--- config.mk ---
export PLATFORM = sky130hd
export DESIGN_NAME = pio_port
export DESIGN_NICKNAME = d
export VERILOG_FILES = /design/src/hw/rtl/parallel_io_port_interrupt_controller_core_macros.svh /design/src/hw/rtl/pio_pkg.sv /design/src/hw/rtl/pio_port.sv
export SDC_FILE = /design/constraint.sdc
export NUM_CORES = 1
export LEC_CHECK = 0
export ABC_AREA = 1
export BUFFER_PORTS_ARGS = -buffer_cell sky130_fd_sc_hd__clkbuf_2
export CAP_MARGIN = 15
export CELL_PAD_IN_SITES_DETAIL_PLACEMENT = 0
export CELL_PAD_IN_SITES_GLOBAL_PLACEMENT = 2
export CORE_MARGIN = 5
export CORE_UTILIZATION = 27
export CTS_BUF_LIST = sky130_fd_sc_hd__clkbuf_4 sky130_fd_sc_hd__clkbuf_8 sky130_fd_sc_hd__clkbuf_16
export DETAILED_ROUTE_END_ITERATION = 6
export GPL_ROUTABILITY_DRIVEN = 1
export PLACE_DENSITY = 0.76
export SLEW_MARGIN = 20
export SYNTH_ARGS = -nofsm -noshare
export SYNTH_HDL_FRONTEND = slang
export SYNTH_SLANG_ARGS = --single-unit
export TNS_END_PERCENT = 20
--- constraint.sdc ---
create_clock -name clk_i -period 1.6 [get_ports clk_i]
set_input_delay 0.4 -clock clk_i [delete_from_list [all_inputs] [get_ports clk_i]]
set_output_delay 0.4 -clock clk_i [all_outputs]
set_load 0.02 [all_outputs]
--- src/hw/rtl/parallel_io_port_interrupt_controller_core_macros.svh ---
// Assertion helpers for the parallel I/O controller core.
`ifndef PARALLEL_IO_PORT_INTERRUPT_CONTROLLER_CORE_MACROS_SVH
`define PARALLEL_IO_PORT_INTERRUPT_CONTROLLER_CORE_MACROS_SVH

`ifndef SYNTH

`define PIO_ASSERT(lbl, prop, msg) \
  lbl: assert property (@(posedge clk_i) disable iff (!rst_ni) prop) else $error(msg);

`define PIO_ASSERT_NEVER(lbl, expr, msg) \
  lbl: assert property (@(posedge clk_i) disable iff (!rst_ni) !(expr)) else $error(msg);

`else

`define PIO_ASSERT(lbl, prop, msg)

`define PIO_ASSERT_NEVER(lbl, expr, msg)

`endif

`endif

--- src/hw/rtl/pio_pkg.sv ---
package pio_pkg;

  typedef enum logic [2:0] {
    REQ_READ   = 3'd0,
    REQ_WRITE  = 3'd1,
    REQ_TAKE   = 3'd2,
    REQ_STROBE = 3'd3,
    REQ_ACK    = 3'd4,
    REQ_RETI   = 3'd5
  } req_e;

  typedef enum logic [1:0] {
    MODE_OUTPUT = 2'd0,
    MODE_INPUT  = 2'd1,
    MODE_BIDIR  = 2'd2,
    MODE_BITCTL = 2'd3
  } mode_e;

  localparam logic [7:0] VEC_MASK   = 8'hFE;
  localparam logic [3:0] CW_MODE    = 4'hF;
  localparam logic [3:0] CW_INT_CTL = 4'h7;
  localparam logic [3:0] CW_INT_EN  = 4'h3;
  localparam int unsigned CW_BIT_IE       = 7;
  localparam int unsigned CW_BIT_MASK_NXT = 4;
  localparam logic [7:0] RD_ALL_ONES = 8'hFF;
  localparam logic [7:0] RD_ZERO     = 8'h00;

  typedef struct packed {
    logic [2:0] req_type;
    logic [1:0] reg_addr;
    logic       port_sel;
    logic [7:0] wdata;
  } in_beat_t;

  typedef struct packed {
    logic [7:0] rdata;
    logic       out_valid;
    logic       irq_pending;
    logic       irq_in_service;
  } out_beat_t;

  typedef struct packed {
    logic       data_wr;
    logic       ctrl_wr;
    logic       take;
    logic       strobe;
    logic       ack;
    logic       reti;
    logic [7:0] wdata;
  } port_cmd_t;

  typedef struct packed {
    logic [7:0] int_vector;
    mode_e      mode;
    logic [7:0] output_latch;
    logic       irq_request;
    logic       in_service;
    logic       output_pending;
    logic       irq_request_nxt;
    logic       in_service_nxt;
  } port_sts_t;

endpackage

--- src/hw/rtl/pio_port.sv ---
module pio_port (
  input  logic                  clk_i,
  input  logic                  rst_ni,
  input  pio_pkg::port_cmd_t    cmd_i,
  output pio_pkg::port_sts_t    sts_o
);

  logic [7:0]     vec_q, vec_d;
  pio_pkg::mode_e mode_q, mode_d;
  logic [7:0]     latch_q, latch_d;
  logic           ie_q, ie_d;
  logic           ireq_q, ireq_d;
  logic           isvc_q, isvc_d;
  logic           pend_q, pend_d;
  logic           await_dir_q, await_dir_d;
  logic           await_int_q, await_int_d;

  always_comb begin
    vec_d       = vec_q;
    mode_d      = mode_q;
    latch_d     = latch_q;
    ie_d        = ie_q;
    ireq_d      = ireq_q;
    isvc_d      = isvc_q;
    pend_d      = pend_q;
    await_dir_d = await_dir_q;
    await_int_d = await_int_q;

    if (cmd_i.ctrl_wr) begin
      if (await_dir_q) begin
        await_dir_d = 1'b0;
      end else if (await_int_q) begin
        await_int_d = 1'b0;
      end else if (!cmd_i.wdata[0]) begin
        vec_d = cmd_i.wdata & pio_pkg::VEC_MASK;
      end else begin
        case (cmd_i.wdata[3:0])
          pio_pkg::CW_MODE: begin
            mode_d      = pio_pkg::mode_e'(cmd_i.wdata[7:6]);
            await_dir_d = (cmd_i.wdata[7:6] == pio_pkg::MODE_BITCTL);
            pend_d      = 1'b0;
          end
          pio_pkg::CW_INT_CTL: begin
            ie_d        = cmd_i.wdata[pio_pkg::CW_BIT_IE];
            await_int_d = cmd_i.wdata[pio_pkg::CW_BIT_MASK_NXT];
            if (!cmd_i.wdata[pio_pkg::CW_BIT_IE]) ireq_d = 1'b0;
          end
          pio_pkg::CW_INT_EN: begin
            ie_d = cmd_i.wdata[pio_pkg::CW_BIT_IE];
            if (!cmd_i.wdata[pio_pkg::CW_BIT_IE]) ireq_d = 1'b0;
          end
          default: begin
          end
        endcase
      end
    end

    if (cmd_i.data_wr) begin
      latch_d = cmd_i.wdata;
      pend_d  = 1'b1;
    end
    if (cmd_i.take) pend_d = 1'b0;
    if (cmd_i.strobe && ie_q) ireq_d = 1'b1;
    if (cmd_i.ack) begin
      ireq_d = 1'b0;
      isvc_d = 1'b1;
    end
    if (cmd_i.reti) isvc_d = 1'b0;
  end

  always_ff @(posedge clk_i or negedge rst_ni) begin
    if (!rst_ni) begin
      vec_q       <= '0;
      mode_q      <= pio_pkg::MODE_INPUT;
      latch_q     <= '0;
      ie_q        <= 1'b0;
      ireq_q      <= 1'b0;
      isvc_q      <= 1'b0;
      pend_q      <= 1'b0;
      await_dir_q <= 1'b0;
      await_int_q <= 1'b0;
    end else begin
      vec_q       <= vec_d;
      mode_q      <= mode_d;
      latch_q     <= latch_d;
      ie_q        <= ie_d;
      ireq_q      <= ireq_d;
      isvc_q      <= isvc_d;
      pend_q      <= pend_d;
      await_dir_q <= await_dir_d;
      await_int_q <= await_int_d;
    end
  end

  assign sts_o.int_vector      = vec_q;
  assign sts_o.mode            = mode_q;
  assign sts_o.output_latch    = latch_q;
  assign sts_o.irq_request     = ireq_q;
  assign sts_o.in_service      = isvc_q;
  assign sts_o.output_pending  = pend_q;
  assign sts_o.irq_request_nxt = ireq_d;
  assign sts_o.in_service_nxt  = isvc_d;

endmodule

Yosys cells after proc, flatten, opt, wreduce, memory -nomap -nowiden
Cells that the tools add are included.
{ "totals": {"word_cells": 52, "output_inout_bits": 23, "reg_bits": 23, "input_bits": 16} }
{ "op_classes": {"eq_ne": 6, "muxes": 24, "n_reduce_logical": 10, "n_bitwise": 3} }
{ "op_table": {"columns": ["op", "n"], "rows": [
  ["1-bit two-way mux", 24],
  ["5-bit AND reduction", 3],
  ["3-bit nonzero test", 3],
  ["3-bit != test (second input constant)", 2],
  ["4-bit by 2-bit equality test with 1-bit output (second input constant)", 1],
  ["4-bit by 3-bit equality test with 1-bit output (second input constant)", 1],
  ["4-bit equality test (second input constant)", 1],
  ["4-bit AND reduction", 1],
  ["1-bit inverter", 3],
  ["2-bit equality test (second input constant)", 1],
  ["2-bit AND reduction", 1],
  ["2-bit OR reduction", 1],
  ["1-bit logical AND", 1]
]} }

Longest topological paths before layout
{ "depth": {"depth_word": 9, "depth_mapped": 7, "mapped_depth_nobuf": 6} }

Least setup slack after synthesis
No wires, ideal clock.
{ "synth_path": {"kind": "reg-to-output", "start": "reg await_dir_q", "end": "out sts_o[1] in the netlist's numbering", "stages_incl_launch_ff": 8, "path_buffers": 1, "setup_slack_ps": 252, "required_time_ps": 1200, "arrival_ps": 948, "cell_sequence": "dfrtp_1 inv_2 nand2_2 nor2_4 nand3_1 nand2_1 a21oi_1 buf_4"} }
{ "synth_between": {"elab_chain_cells": 4} }
{ "synth_rtl": {"columns": ["item", "line", "source"], "rows": [
  ["start, declared", "pio_port.sv:15", "logic await_dir_q, await_dir_d;"],
  ["start signal, assigned", "pio_port.sv:90", "await_dir_q <= await_dir_d;"],
  ["1-bit two-way mux", "pio_port.sv:30", "if (await_dir_q) begin"],
  ["1-bit two-way mux", "pio_port.sv:29", "if (cmd_i.ctrl_wr) begin"],
  ["1-bit two-way mux", "pio_port.sv:63", "if (cmd_i.strobe && ie_q) ireq_d = 1'b1;"],
  ["1-bit two-way mux", "pio_port.sv:64", "if (cmd_i.ack) begin"],
  ["end, declared", "pio_port.sv:5", "output pio_pkg::port_sts_t sts_o"]
]} }
No other way between the ends.

==> results.ini <==
[synthesis]
synth_top_area_cell = dfrtp_1
synthesis.instances = 102
synth_area_um2 = 992.2
synth_area_per_cell_um2 = 9.727
syn_nets = 118
synth.most_common_cell = nand2_1
yosysSeqAreaShare = 0.5813
yosys.cell_types.count = 21
synth-async-reset-ratio = 1.000
ys_ff_latch = 23
synth_common_cells = nand2_1, dfrtp_1, inv_1, o21ai_1, o21ai_2
ys_warn_count = 0
yosys-top-cells-area = dfrtp_1, nand2_1, o21ai_2
synth_flop_cell = dfrtp_1
synth.top_cell.area_share = 0.5549
synth_edf_count = 0

[global_route]
grt_overflow = 0
grt_pass1_vias = 800
grt_usage = 0.08881
grt_start_max_net_pins = 24
grt_pass1_wl_um = 3567
antenna_found_initial = 0

[sta]
drv_slew = 0
setup_viol = 1
min_period_ps = 1619
holdWs_ps = 119.5
finalHoldViolations = 0
fmax_mhz = 617.5
rsz0062_at_grt = yes
clock_skew_ps = 6.421
worst_slew_pin_slew_ps = 573.9
setup_tns_ps = -19.47
min_period_over_period = 1.012
fin_ws_ps = -19.47
slew_headroom = 0.6174

[pwr]
p_total_w = 0.001363
p_leak_nw = 0.6806
powerDensity_nw_per_um2 = 1065
ir_worst_vdd_v = 0.0002600

[critical_path]
slowest_stage = dfrtp_1
critical_path.max_stage_delay_ps = 400
path_cells = inv_2 -> nand2_2 -> nor2_4 -> nand3_2 -> nand2_2 -> a21oi_2 -> clkbuf_8
crit_arrival_ps = 1220
crit_type = flop to output pin
timing.rr.start = await_dir_q
cp-startpoint = await_dir_q
crit_fanout = 2
crit_path_start_kind = flop
crit_required_ps = 1200
end_kind = output pin
worst_path_most_repeated_cell = nand2_2

[drt]
wire_per_inst_um = 11.36
drt-vias-per-instance = 4.170
final_antenna_net_count = 0
dr.pass1.iters = 4
drt_iter0_drc = 33
remaining_drc_errors = 0
num_vias = 784
routed_wl_um = 2136

[placement]
gp_congestion = 0.7531
dp_hpwl_um = 1663
dp.cells = 181
portBuffers = 37

[finish]
instances_no_fill = 188
diodes = 0
drive_above_1_share = 0.4786
layout.area.seq_um2 = 576.8
fill_cells = 400
multi_input_area_um2 = 324.1
nets = 157
final_core_util = 0.3550
area_growth_pct = 29.00

[hold_path]
hp-class = input pin to asynchronous set/reset pin

[clock_network]
clock_latency_ps = 260
clk_pin_slew_ps = 80
cts_hold_buf = 0
cts.sinks = 23
cts_buffers = 3
clockBufferDepth = 2
cts_tree = built
htreeDepth = 1
cts_root_buffer = clkbuf_8

[floorplan]
fp.dieArea_um2 = 4987
io_pins = 39
start_util = 0.2752
core_um2 = 3606
die_w_um = 70.62
rows = 22
die_h_um = 70.62

[outcome]
status = complete, but fails checks
violations = setup timing

[run]
maxCapViolations = 0

cells in the final DEF, fill, tap and decap left out, types with 2 or more instances in the layout:
master     n
nand2_2    5
clkbuf_8   4
o21ai_1    8
buf_4      5
clkbuf_2  36
nand4_1    2
o21ai_2    7
o21ai_0    2
nor2_1     5
inv_1      8
dfrtp_1   22
nand2_1   22
inv_2      3
critical path: cells and delay by family (launching register included):
kind / cells / cell delay, ps
DFF: 1 / 400
AOI/OAI and AO/OA: 1 / 60
and+or+nand+nor: 4 / 300
buffers and inverters: 2 / 220
per-stage QoR:
stage / worst slack, ps / instance area, um^2
after detailed placement: 62.92 / 1191
after CTS: -63.44 / 1262
final: -19.47 / 1280
after global routing: -95.91 / 1280
after global placement: 67.19 / 1191
after floorplan: 252.4 / 992.2
logic make-up (layout without fill, tap and decap cells):
kind of cell / after synthesis / count (layout) / synth area share
other cells: 1 / 1 / 0.003779
buf+inv: 19 / 57 / 0.1034
simple gates: 39 / 39 / 0.1828
compound gates: 20 / 20 / 0.1286
flops: 23 / 23 / 0.5813
registers in the layout, summed over array words and instances, names as in the netlist:
register / cells
await_int_q: 1
mode_q: 2
pend_q: 1
ireq_q: 1
latch_q: 8
isvc_q: 1
await_dir_q: 1
ie_q: 1
vec_q: 7
area by class of cell:
| cell class | count | share of cell area |
|---|---|---|
| Tap cell | 48 | 0.04692 |
| Inverter | 11 | 0.03226 |
| Clock buffer | 3 | 0.03226 |
| Clock inverter | 1 | 0.003910 |
| Multi-Input combinational cell | 60 | 0.2532 |
| Sequential cell | 23 | 0.4506 |
| Timing Repair Buffer | 42 | 0.1808 |
final timing paths:
path / to / slack [ps] / cells after the start
max in group asynchronous: vec_q[4] / 1090 / 1
max: sts_o[1] / -20 / 7
min: await_int_q / 120 / 1
max reg2reg: vec_q[3] / 380 / 8
min in group clk_i: isvc_q / 290 / 2
min reg2reg: mode_q[0] / 480 / 2
metal layers:
layer  up-vias  share of wire  track usage
li1        393              -            -
met1       372           0.39      0.09524
met2        17           0.53       0.1580
met3         2          0.068      0.02699
met4         0          0.013      0.04384
met5         -              0            0
power by group:
| group | internal [W] | leakage, nW | switching (W) |
|---|---|---|---|
| clock | 0.000173 | 0.0255 | 0.000182 |
| sequential | 0.000652 | 0.286 | 0.0000371 |
| combinational | 0.000114 | 0.369 | 0.000204 |
timing repair:
action                                  CTS  global route
resized for setup                         4             1
setup buffers                             1             2
hold endpoints to repair                  0             0
endpoints found under the setup margin    1             1
pin swaps                                 2             2
gates cloned                              0             0
No activity file was read; power rests on OpenSTA's default activity.
